`src/ecadd_pkg.sv`:
```
// ----------------------------------------------------------------------------
// ecadd_pkg: shared definitions for the affine point adder
// Widths, datapath opcodes and the controller/datapath interface types.
// ----------------------------------------------------------------------------
`default_nettype none

package ecadd_pkg;

  localparam int unsigned ModBits = 32;
  localparam int unsigned CntBits = $clog2(ModBits + 1);

  typedef logic [ModBits-1:0] word_t;

  typedef enum logic [3:0] {
    OP_LOAD   = 4'd0,
    OP_REDUCE = 4'd1,
    OP_MUL    = 4'd2,
    OP_ADD    = 4'd3,
    OP_SUB    = 4'd4,
    OP_GCD    = 4'd5,
    OP_NOP    = 4'd6
  } dp_op_e;

  typedef enum logic [3:0] {
    R_AX  = 4'd0,
    R_AY  = 4'd1,
    R_BX  = 4'd2,
    R_BY  = 4'd3,
    R_CF  = 4'd4,
    R_T0  = 4'd5,
    R_T1  = 4'd6,
    R_T2  = 4'd7,
    R_LAM = 4'd8,
    R_THR = 4'd9,
    R_ZER = 4'd10
  } reg_sel_e;

  localparam logic [1:0] KindInf = 2'd0;
  localparam logic [1:0] KindA   = 2'd1;
  localparam logic [1:0] KindB   = 2'd2;
  localparam logic [1:0] KindSum = 2'd3;

  typedef struct packed {
    logic     go;
    dp_op_e   op;
    reg_sel_e src_a;
    reg_sel_e src_b;
    reg_sel_e dst;
  } dp_cmd_t;

  typedef struct packed {
    logic done;
    logic ax_eq_bx;
    logic ay_eq_by;
    logic ysum_zero;
    logic gcd_fail;
  } dp_stat_t;

endpackage

`default_nettype wire

```
`src/ecadd_datapath.sv`:
```
// ----------------------------------------------------------------------------
// ecadd_datapath: modular arithmetic unit
// Register file, bit-serial modular multiplier and reducer, and an extended
// gcd unit with one binary division step a cycle, paused while each quotient is multiplied.
// ----------------------------------------------------------------------------
`default_nettype none

module ecadd_datapath
  import ecadd_pkg::*;
(
  input  wire logic     clk_i,
  input  wire logic     rst_ni,
  input  wire word_t    n_i,
  input  wire word_t    coef_i,
  input  wire word_t    a_x_i,
  input  wire word_t    a_y_i,
  input  wire word_t    b_x_i,
  input  wire word_t    b_y_i,
  input  wire dp_cmd_t  cmd_i,
  output dp_stat_t      stat_o,
  output word_t         ax_o,
  output word_t         ay_o,
  output word_t         bx_o,
  output word_t         by_o,
  output word_t         t0_o,
  output word_t         t1_o,
  output word_t         gcd_o
);

  typedef enum logic [4:0] {
    S_IDLE = 5'b00001,
    S_MUL  = 5'b00010,
    S_RED  = 5'b00100,
    S_GDIV = 5'b01000,
    S_GTMU = 5'b10000
  } dp_state_e;

  dp_state_e   state_q, state_d;
  word_t       rf_q [11];
  word_t       n_q;
  word_t       opa_q, opb_q, acc_q;
  logic [ModBits:0] rem_q;
  logic [CntBits-1:0] cnt_q;
  reg_sel_e    dst_q;
  logic        done_q;
  // gcd state
  word_t       r0_q, r1_q, t0g_q, t1g_q, q_q, qrem_q;
  logic [CntBits-1:0] sh_q;

  word_t       srca, srcb;
  assign srca = rf_q[cmd_i.src_a];
  assign srcb = rf_q[cmd_i.src_b];

  function automatic word_t addm(word_t a, word_t b, word_t n);
    logic [ModBits:0] s;
    s = {1'b0, a} + {1'b0, b};
    if (s >= {1'b0, n}) s = s - {1'b0, n};
    return s[ModBits-1:0];
  endfunction

  function automatic word_t subm(word_t a, word_t b, word_t n);
    return (a >= b) ? a - b : a + (n - b);
  endfunction

  word_t dbl, stepv;
  assign dbl   = addm(acc_q, acc_q, n_q);
  assign stepv = opb_q[ModBits-1] ? addm(dbl, opa_q, n_q) : dbl;

  logic [ModBits:0] rem_sh;
  assign rem_sh = {rem_q[ModBits-1:0], opa_q[ModBits-1]};

  word_t q_shift_sub;
  logic  q_bit;
  word_t q_fin;
  logic [2*ModBits-1:0] dv_wide;
  assign dv_wide = {{ModBits{1'b0}}, r1_q} << sh_q;
  assign q_bit   = ({{ModBits{1'b0}}, qrem_q} >= dv_wide);
  assign q_shift_sub = qrem_q - dv_wide[ModBits-1:0];
  assign q_fin   = q_q | (q_bit ? ModBits'(1) : '0);

  always_ff @(posedge clk_i or negedge rst_ni) begin
    if (!rst_ni) begin
      state_q <= S_IDLE;
      done_q  <= 1'b0;
    end else begin
      state_q <= state_d;
      done_q  <= 1'b0;
      case (state_q)
        S_IDLE: begin
          if (cmd_i.go && (cmd_i.op == OP_LOAD || cmd_i.op == OP_ADD ||
              cmd_i.op == OP_SUB || cmd_i.op == OP_NOP)) begin
            done_q <= 1'b1;
          end
        end
        S_MUL:  if (cnt_q == CntBits'(1)) done_q <= 1'b1;
        S_RED:  if (cnt_q == CntBits'(1)) done_q <= 1'b1;
        S_GDIV: if (r1_q == '0) done_q <= 1'b1;
        default: ;
      endcase
    end
  end

  always_comb begin
    state_d = state_q;
    case (state_q)
      S_IDLE: begin
        if (cmd_i.go) begin
          case (cmd_i.op)
            OP_MUL:    state_d = S_MUL;
            OP_REDUCE: state_d = S_RED;
            OP_GCD:    state_d = S_GDIV;
            default:   state_d = S_IDLE;
          endcase
        end
      end
      S_MUL:  if (cnt_q == CntBits'(1)) state_d = S_IDLE;
      S_RED:  if (cnt_q == CntBits'(1)) state_d = S_IDLE;
      S_GDIV: begin
        if (r1_q == '0) state_d = S_IDLE;
        else if (sh_q == '0) state_d = S_GTMU;
      end
      S_GTMU: if (cnt_q == CntBits'(1)) state_d = S_GDIV;
      default: state_d = S_IDLE;
    endcase
  end

  always_ff @(posedge clk_i) begin
    rf_q[R_THR] <= ModBits'(3);
    rf_q[R_ZER] <= '0;
    case (state_q)
      S_IDLE: begin
        if (cmd_i.go) begin
          dst_q <= cmd_i.dst;
          n_q   <= n_i;
          case (cmd_i.op)
            OP_LOAD: begin
              rf_q[R_AX] <= a_x_i;
              rf_q[R_AY] <= a_y_i;
              rf_q[R_BX] <= b_x_i;
              rf_q[R_BY] <= b_y_i;
              rf_q[R_CF] <= coef_i;
            end
            OP_ADD: rf_q[cmd_i.dst] <= addm(srca, srcb, n_i);
            OP_SUB: rf_q[cmd_i.dst] <= subm(srca, srcb, n_i);
            OP_MUL: begin
              opa_q <= srca;
              opb_q <= srcb;
              acc_q <= '0;
              cnt_q <= CntBits'(ModBits);
            end
            OP_REDUCE: begin
              opa_q <= srca;
              rem_q <= '0;
              cnt_q <= CntBits'(ModBits);
            end
            OP_GCD: begin
              r0_q   <= n_i;
              r1_q   <= srca;
              t0g_q  <= '0;
              t1g_q  <= ModBits'(1);
              qrem_q <= n_i;
              q_q    <= '0;
              sh_q   <= CntBits'(ModBits - 1);
            end
            default: ;
          endcase
        end
      end
      S_MUL: begin
        acc_q <= stepv;
        opb_q <= opb_q << 1;
        cnt_q <= cnt_q - CntBits'(1);
        if (cnt_q == CntBits'(1)) rf_q[dst_q] <= stepv;
      end
      S_RED: begin
        opa_q <= opa_q << 1;
        cnt_q <= cnt_q - CntBits'(1);
        if (rem_sh >= {1'b0, n_q}) rem_q <= rem_sh - {1'b0, n_q};
        else rem_q <= rem_sh;
        if (cnt_q == CntBits'(1)) begin
          rf_q[dst_q] <= (rem_sh >= {1'b0, n_q}) ? word_t'(rem_sh - {1'b0, n_q})
                                                 : rem_sh[ModBits-1:0];
        end
      end
      S_GDIV: begin
        if (r1_q != '0) begin
          if (q_bit) begin
            qrem_q <= q_shift_sub;
            q_q    <= q_q | (ModBits'(1) << sh_q);
          end
          if (sh_q != '0) begin
            sh_q <= sh_q - CntBits'(1);
          end else begin
            // q is final after this cycle; multiply q mod n by t1.
            opa_q <= t1g_q;
            opb_q <= (q_fin >= n_q) ? q_fin - n_q : q_fin;
            acc_q <= '0;
            cnt_q <= CntBits'(ModBits);
          end
        end else begin
          rf_q[R_LAM] <= t0g_q;
        end
      end
      S_GTMU: begin
        acc_q <= stepv;
        opb_q <= opb_q << 1;
        cnt_q <= cnt_q - CntBits'(1);
        if (cnt_q == CntBits'(1)) begin
          r0_q   <= r1_q;
          r1_q   <= qrem_q;
          t0g_q  <= t1g_q;
          t1g_q  <= subm(t0g_q, stepv, n_q);
          qrem_q <= r1_q;
          q_q    <= '0;
          sh_q   <= CntBits'(ModBits - 1);
        end
      end
      default: ;
    endcase
  end

  assign stat_o.done      = done_q;
  assign stat_o.ax_eq_bx  = (rf_q[R_AX] == rf_q[R_BX]);
  assign stat_o.ay_eq_by  = (rf_q[R_AY] == rf_q[R_BY]);
  assign stat_o.ysum_zero = (addm(rf_q[R_AY], rf_q[R_BY], n_q) == '0);
  assign stat_o.gcd_fail  = (r0_q != ModBits'(1));
  assign ax_o  = rf_q[R_AX];
  assign ay_o  = rf_q[R_AY];
  assign bx_o  = rf_q[R_BX];
  assign by_o  = rf_q[R_BY];
  assign t0_o  = rf_q[R_T0];
  assign t1_o  = rf_q[R_T1];
  assign gcd_o = r0_q;

endmodule

`default_nettype wire

```
`src/ecadd_ctrl.sv`:
```
// ----------------------------------------------------------------------------
// ecadd_ctrl: sequencer for the point addition
// Steps through reduction, case selection, slope and sum with one datapath
// command at a time.
// ----------------------------------------------------------------------------
`default_nettype none

module ecadd_ctrl
  import ecadd_pkg::*;
(
  input  wire logic     clk_i,
  input  wire logic     rst_ni,
  input  wire logic     start_i,
  input  wire logic     a_inf_i,
  input  wire logic     b_inf_i,
  input  wire dp_stat_t stat_i,
  output dp_cmd_t       cmd_o,
  output logic          busy_o,
  output logic          finish_o,
  output logic [1:0]    kind_o
);

  typedef enum logic [2:0] {
    C_IDLE = 3'b001,
    C_RUN  = 3'b010,
    C_WAIT = 3'b100
  } ctrl_state_e;

  ctrl_state_e state_q, state_d;
  logic [4:0]  pc_q, pc_d;
  logic        ainf_q, binf_q;
  logic [1:0]  kind_q, kind_d;
  logic        fin_d, fin_q;
  dp_cmd_t     cmd;
  logic        last;
  logic        accept;

  assign accept = (state_q == C_IDLE) && start_i && !fin_q;

  // Micro-program. Step 5 is the branch point; doubling uses 6..9.
  always_comb begin
    cmd  = '{go: 1'b1, op: OP_NOP, src_a: R_ZER, src_b: R_ZER, dst: R_T0};
    last = 1'b0;
    case (pc_q)
      5'd0:  cmd.op = OP_LOAD;
      5'd1:  cmd = '{1'b1, OP_REDUCE, R_AX, R_ZER, R_AX};
      5'd2:  cmd = '{1'b1, OP_REDUCE, R_AY, R_ZER, R_AY};
      5'd3:  cmd = '{1'b1, OP_REDUCE, R_BX, R_ZER, R_BX};
      5'd4:  cmd = '{1'b1, OP_REDUCE, R_BY, R_ZER, R_BY};
      5'd5:  cmd = '{1'b1, OP_REDUCE, R_CF, R_ZER, R_CF};
      5'd6:  cmd = '{1'b1, OP_MUL, R_AX, R_AX, R_T0};
      5'd7:  cmd = '{1'b1, OP_MUL, R_T0, R_THR, R_T0};
      5'd8:  cmd = '{1'b1, OP_ADD, R_T0, R_CF, R_T1};
      5'd9:  cmd = '{1'b1, OP_ADD, R_AY, R_AY, R_T2};
      5'd10: cmd = '{1'b1, OP_NOP, R_ZER, R_ZER, R_T0};
      5'd11: cmd = '{1'b1, OP_SUB, R_BY, R_AY, R_T1};
      5'd12: cmd = '{1'b1, OP_SUB, R_BX, R_AX, R_T2};
      5'd13: cmd = '{1'b1, OP_GCD, R_T2, R_ZER, R_T0};
      5'd14: cmd = '{1'b1, OP_NOP, R_ZER, R_ZER, R_T0};
      5'd15: cmd = '{1'b1, OP_MUL, R_T1, R_LAM, R_LAM};
      5'd16: cmd = '{1'b1, OP_MUL, R_LAM, R_LAM, R_T0};
      5'd17: cmd = '{1'b1, OP_SUB, R_T0, R_BX, R_T0};
      5'd18: cmd = '{1'b1, OP_SUB, R_T0, R_AX, R_T0};
      5'd19: cmd = '{1'b1, OP_SUB, R_AX, R_T0, R_T2};
      5'd20: cmd = '{1'b1, OP_MUL, R_LAM, R_T2, R_T1};
      5'd21: begin
        cmd  = '{1'b1, OP_SUB, R_T1, R_AY, R_T1};
        last = 1'b1;
      end
      default: cmd.op = OP_NOP;
    endcase
  end

  // The load is issued at the accepting edge so the operands are taken then.
  assign cmd_o.go    = (state_q == C_RUN) || accept;
  assign cmd_o.op    = cmd.op;
  assign cmd_o.src_a = cmd.src_a;
  assign cmd_o.src_b = cmd.src_b;
  assign cmd_o.dst   = cmd.dst;

  always_comb begin
    state_d = state_q;
    pc_d    = pc_q;
    kind_d  = kind_q;
    fin_d   = 1'b0;
    case (state_q)
      C_IDLE: if (accept) begin
        state_d = C_WAIT;
        pc_d    = '0;
      end
      C_RUN:  state_d = C_WAIT;
      C_WAIT: if (stat_i.done) begin
        state_d = C_RUN;
        pc_d    = pc_q + 5'd1;
        if (pc_q == 5'd5) begin
          if (ainf_q && binf_q) begin
            kind_d = KindInf; fin_d = 1'b1; state_d = C_IDLE;
          end else if (ainf_q) begin
            kind_d = KindB; fin_d = 1'b1; state_d = C_IDLE;
          end else if (binf_q) begin
            kind_d = KindA; fin_d = 1'b1; state_d = C_IDLE;
          end else if (stat_i.ax_eq_bx && stat_i.ysum_zero) begin
            kind_d = KindInf; fin_d = 1'b1; state_d = C_IDLE;
          end else begin
            kind_d = KindSum;
            pc_d = (stat_i.ax_eq_bx && stat_i.ay_eq_by) ? 5'd6 : 5'd11;
          end
        end else if (pc_q == 5'd9) begin
          pc_d = 5'd13;
        end else if (pc_q == 5'd13) begin
          if (stat_i.gcd_fail) begin
            fin_d = 1'b1; state_d = C_IDLE;
          end
        end else if (last) begin
          fin_d = 1'b1; state_d = C_IDLE;
        end
        if (fin_d) pc_d = '0;
      end
      default: state_d = C_IDLE;
    endcase
  end

  always_ff @(posedge clk_i or negedge rst_ni) begin
    if (!rst_ni) begin
      state_q <= C_IDLE;
      pc_q    <= '0;
      kind_q  <= KindInf;
      fin_q   <= 1'b0;
    end else begin
      state_q <= state_d;
      pc_q    <= pc_d;
      kind_q  <= kind_d;
      fin_q   <= fin_d;
    end
  end

  always_ff @(posedge clk_i) begin
    if (accept) begin
      ainf_q <= a_inf_i;
      binf_q <= b_inf_i;
    end
  end

  assign busy_o   = (state_q != C_IDLE) || fin_q;
  assign finish_o = fin_q;
  assign kind_o   = kind_q;

endmodule

`default_nettype wire

```
`src/ec_affine_point_add_mod_n.sv`:
```
// ----------------------------------------------------------------------------
// ec_affine_point_add_mod_n: affine point addition modulo n
// An addition finishes early when an operand or the sum is at infinity.
// Every transaction reduces its five operands with bit-serial reductions; a
// chord sum then needs three and a doubling five bit-serial multiplications,
// and the extended gcd runs a quotient search and then a multiplication per
// Euclidean step, up to about 46 steps for a 32-bit modulus. busy is high
// from the accepted start until the result strobe; the result appears on the
// output ports for one cycle with done_o and cannot be held off.
// ----------------------------------------------------------------------------
`default_nettype none

module ec_affine_point_add_mod_n
  import ecadd_pkg::*;
(
  input  wire logic  clk_i,
  input  wire logic  rst_ni,
  input  wire logic  cfg_we_i,
  input  wire logic  cfg_idx_i,
  input  wire word_t cfg_data_i,
  input  wire logic  start,
  output logic       busy,
  input  wire word_t a_x_i,
  input  wire word_t a_y_i,
  input  wire logic  a_inf_i,
  input  wire word_t b_x_i,
  input  wire word_t b_y_i,
  input  wire logic  b_inf_i,
  output logic       done_o,
  output word_t      sum_x_o,
  output word_t      sum_y_o,
  output logic       sum_inf_o,
  output logic       no_inverse_o,
  output word_t      factor_o
);

  word_t modulus_q, coeff_q, n_eff;
  dp_cmd_t  cmd;
  dp_stat_t stat;
  word_t ax, ay, bx, by, t0, t1, g;
  logic fin;
  logic [1:0] kind;

  always_ff @(posedge clk_i or negedge rst_ni) begin
    if (!rst_ni) begin
      modulus_q <= ModBits'(3);
      coeff_q   <= '0;
    end else if (cfg_we_i) begin
      if (cfg_idx_i == 1'b0) modulus_q <= cfg_data_i;
      else coeff_q <= cfg_data_i;
    end
  end

  assign n_eff = (modulus_q < ModBits'(3)) ? ModBits'(3) : modulus_q;

  ecadd_ctrl u_ctrl (
    .clk_i, .rst_ni,
    .start_i(start), .a_inf_i, .b_inf_i,
    .stat_i(stat),
    .cmd_o(cmd), .busy_o(busy), .finish_o(fin), .kind_o(kind)
  );

  ecadd_datapath u_dp (
    .clk_i, .rst_ni,
    .n_i(n_eff), .coef_i(coeff_q),
    .a_x_i, .a_y_i, .b_x_i, .b_y_i,
    .cmd_i(cmd), .stat_o(stat),
    .ax_o(ax), .ay_o(ay), .bx_o(bx), .by_o(by),
    .t0_o(t0), .t1_o(t1), .gcd_o(g)
  );

  logic fail;
  assign fail = (kind == KindSum) && stat.gcd_fail;

  always_comb begin
    sum_x_o = '0; sum_y_o = '0; sum_inf_o = 1'b0;
    case (kind)
      KindInf: sum_inf_o = 1'b1;
      KindA: begin sum_x_o = ax; sum_y_o = ay; end
      KindB: begin sum_x_o = bx; sum_y_o = by; end
      default: if (!fail) begin sum_x_o = t0; sum_y_o = t1; end
    endcase
  end

  assign done_o       = fin;
  assign no_inverse_o = fail;
  assign factor_o     = fail ? g : ModBits'(1);

endmodule

`default_nettype wire

```
`config.mk`:
```
export PLATFORM = sky130hd
export DESIGN_NAME = ec_affine_point_add_mod_n
export DESIGN_NICKNAME = d
export VERILOG_FILES = /design/src/ecadd_pkg.sv /design/src/ecadd_datapath.sv /design/src/ecadd_ctrl.sv /design/src/ec_affine_point_add_mod_n.sv
export SDC_FILE = /design/constraint.sdc
export NUM_CORES = 2
export LEC_CHECK = 0
export BUFFER_PORTS_ARGS = -buffer_cell sky130_fd_sc_hd__buf_2
export CAP_MARGIN = 15
export CORE_MARGIN = 2
export CORE_UTILIZATION = 41
export DETAILED_ROUTE_END_ITERATION = 10
export SYNTH_ARGS = -nofsm -noshare
export SYNTH_HDL_FRONTEND = slang
export SYNTH_SLANG_ARGS = --single-unit
```
`constraint.sdc`:
```
create_clock -name clk_i -period 13.7 [get_ports clk_i]
set_clock_uncertainty 0.15 [all_clocks]
set_input_delay 1.37 -clock clk_i [delete_from_list [all_inputs] [get_ports clk_i]]
set_output_delay 1.37 -clock clk_i [all_outputs]
set_load 0.01 [all_outputs]
```
==> metrics.txt <==
CP max-delay cell=or4_1; Syn Inst Count=about 9k; gr ovfl total=0; Post-Syn Area=78,100 µm²; critical path peak fanout=19; GR Layer Usage met2=between 50% and 60%; first-pass GRT wire length=543,000 µm; Max IR drop VDD=about 0.11 mV; clock transition at the registers of the reported paths=~0.060 ns; MaxCap Viol Count=0; I/O Buffers=approximately 270; P&R area growth vs syn=11.8%; Initial Utilization=41.2%; post-synth top area share=between 30% and 40%; Clock Sink Count=between 900 and 1k; Top FF cell, synth=edfxtp_1; Post-synth EDFFs=~820; LEAKAGE=about 34 nW; clock buffer depth=3; CTS tree=done; initial antenna violation count=30; ANT nets after route=0; CP Launch Type=register; post-synth top area cell=edfxtp_1; setup tns final=0 ns; top post-synthesis cells by count=nand2_1 (1,238), edfxtp_1 (818), nor2_1 (688), a21oi_1 (634), o21ai_0 (628); share of post-route cells with drive strength above 1=roughly 11%; Synth cell types=roughly 100; GP Congestion=between 1 and 1.5; crit-path max cell delay=0.54 ns; Skew-Pair Late Insertion Delay=slightly above 0.8 ns; Tot GR Track Use=39.2%; register area share after synthesis=around 36%; type of the worst setup path=reg -> reg; most used standard cell by instance count after synthesis=nand2_1; grt met1 use=between 50% and 60%; Final Core Density=~46%; die area=slightly below 200,000 µm²; Tightest Pin Transition=approximately 1.3 ns; status=finished clean; final worst-path cycle share=between 90% and 100%; YS warnings=0; top cells by area, synth=edfxtp_1 (31%), ha_1 (7.4%), nand2_1 (5.9%); max FFs per register=between 500 and 600; unrepaired setup endpoints after global routing=no; Net Count, Synth=between 9k and 10k; Vias/cell=6.59; global route hottest layer=met2; count of nets after finishing=roughly 10k; register bit total from synthesis=slightly below 1k; Crit path arrival time=approximately 13 ns; Pwr Density=83.6 nW/µm²; largest net degree at the start of global routing=between 80 and 90; Num CTS Buffers=roughly 120; TritonRoute pass-1 iters=8; Synth async-reset ratio=8.41%; max-slew violations=0; CP Capture Type=register; DIE HEIGHT=between 400 and 500 µm; DRT iter0 DRCs=10.9k; CP required=14.06 ns; Root Buffer=clkbuf_16; Hold-fix buffers, CTS=0; Core ar.=190,000 µm²; Final Hold Fails=0; Rel. slew slack=approximately a tenth; DIE WIDTH=between 400 and 500 µm; post-DP HPWL=roughly 310,000 µm; DRC Markers=0; vias in the first global route=71.0k; final wirelength=just under 400,000 µm; most flop-heavy register=u_dp.rf_q; Ports=~270; WL/cell=between 30 and 40 µm; mean post-synth cell area=~8.6 µm²; GR Util met3=under 10%; Worst Hold Class=reg -> reg; Final setup viols=0; post-route minimum period=approximately 13 ns; H-Tree Depth=3; f_max=about 77 MHz; num rows=160; routed vias=between 70k and 80k
[layout make-up]
| class | count | area [µm²] |
|---|---|---|
| Multi-Input combinational cell | 7103 | 46800 |
| Timing Repair Buffer | 600 | 4000 |
| Inverter | 405 | 1520 |
| Tap cell | 2511 | 3140 |
| Fill cell | 18600 | 102000 |
| Clock buffer | 149 | 3120 |
| Antenna cell | 24 | 60.1 |
| Clock inverter | 69 | 795 |
| Sequential cell | 963 | 27900 |
[path summary, 6_finish.rpt]
path / slack [ns] / end / from / depth (start not counted)
worst max register to register: 0.64 / u_dp.t1g_q[31] / u_dp.n_q[30] / 49
worst min register to register: 0.36 / coeff_q[19] / coeff_q[19] / 1
max in group asynchronous: 11.68 / u_ctrl.kind_o[0] / rst_ni / 2
worst max-delay path: 0.64 / u_dp.t1g_q[31] / u_dp.n_q[30] / 49
worst min-delay path: 0.36 / coeff_q[19] / coeff_q[19] / 1
min in group asynchronous: 0.37 / modulus_q[31] / rst_ni / 1
[routing by layer]
metal	up-vias	share of wire [%]	routed length (µm)
li1	33800	-	-
met1	38000	39	153000
met2	5144	42	164000
met3	983	11	43100
met4	12	8.3	32700
met5	-	0.050	197
[repair_timing]
item / CTS / global route
buffers inserted: 0 / 5
setup endpoints to repair: 0 / 6
resized for setup: 0 / 2
[worst max-delay path, delay by kind of cell (launching register included)]
kind            cells  cell delay [ns]
fa+ha+maj           5             1.68
flops               1             0.42
xor+xnor            3             0.65
compound gates     22             5.22
buf+inv             8             1.51
simple gates       10             2.61
mux                 1             0.49
[placed cells by master, fill, tap and decap left out, types with 75 or more instances in the layout]
cell type | Yosys | layout
nand2_1 | 1238 | 1237
ha_1 | 459 | 459
dfrtp_1 | 77 | 75
a211oi_1 | 397 | 396
a31oi_1 | 198 | 197
a21o_1 | 161 | 161
clkbuf_16 | 0 | 118
and2_1 | 338 | 339
edfxtp_1 | 818 | 818
buf_4 | 4 | 322
mux2i_1 | 125 | 124
xnor2_1 | 252 | 252
buf_2 | 54 | 265
a21oi_1 | 634 | 622
nand3_1 | 203 | 200
xor2_1 | 111 | 111
a311oi_1 | 134 | 133
inv_1 | 404 | 404
o21a_1 | 79 | 78
o21bai_1 | 77 | 77
nor2_1 | 688 | 675
nor3_1 | 114 | 113
o21ai_0 | 628 | 625
[per-stage QoR]
stage	hold WS (ns)	worst slack, ns	cell area (µm²)	cells	power (mW)
after floorplan	0.329	3.15	78100	9059	3.70
after global placement	0.340	0.892	83300	11600	4.03
after detailed placement	0.344	0.843	83300	11600	4.04
after CTS	0.339	0.785	87200	11800	7.28
after global routing	0.371	0.0951	87300	11800	7.45
final	0.357	0.642	87400	11800	7.30
[power breakdown]
group          switching [mW]  internal [mW]
logic                   0.492          0.228
registers              0.0593           3.24
clock network            1.43           1.86
[cells by family (layout without fill, tap and decap cells)]
kind of cell / Yosys count / count (layout) / synth area share [%]
multiplexers: 219 / 219 / 3.33
flip-flops: 963 / 963 / 35.7
XOR/XNOR: 363 / 363 / 4.07
AO/OA/AOI/OAI: 2902 / 2902 / 24.5
AND/OR/NAND/NOR: 3086 / 3086 / 18.3
other: 0 / 24 / 0
buffers and inverters: 993 / 1223 / 4.88
adder cells (fa/ha/maj): 533 / 533 / 9.25
Note: power is estimated with default switching activity, not from simulation.
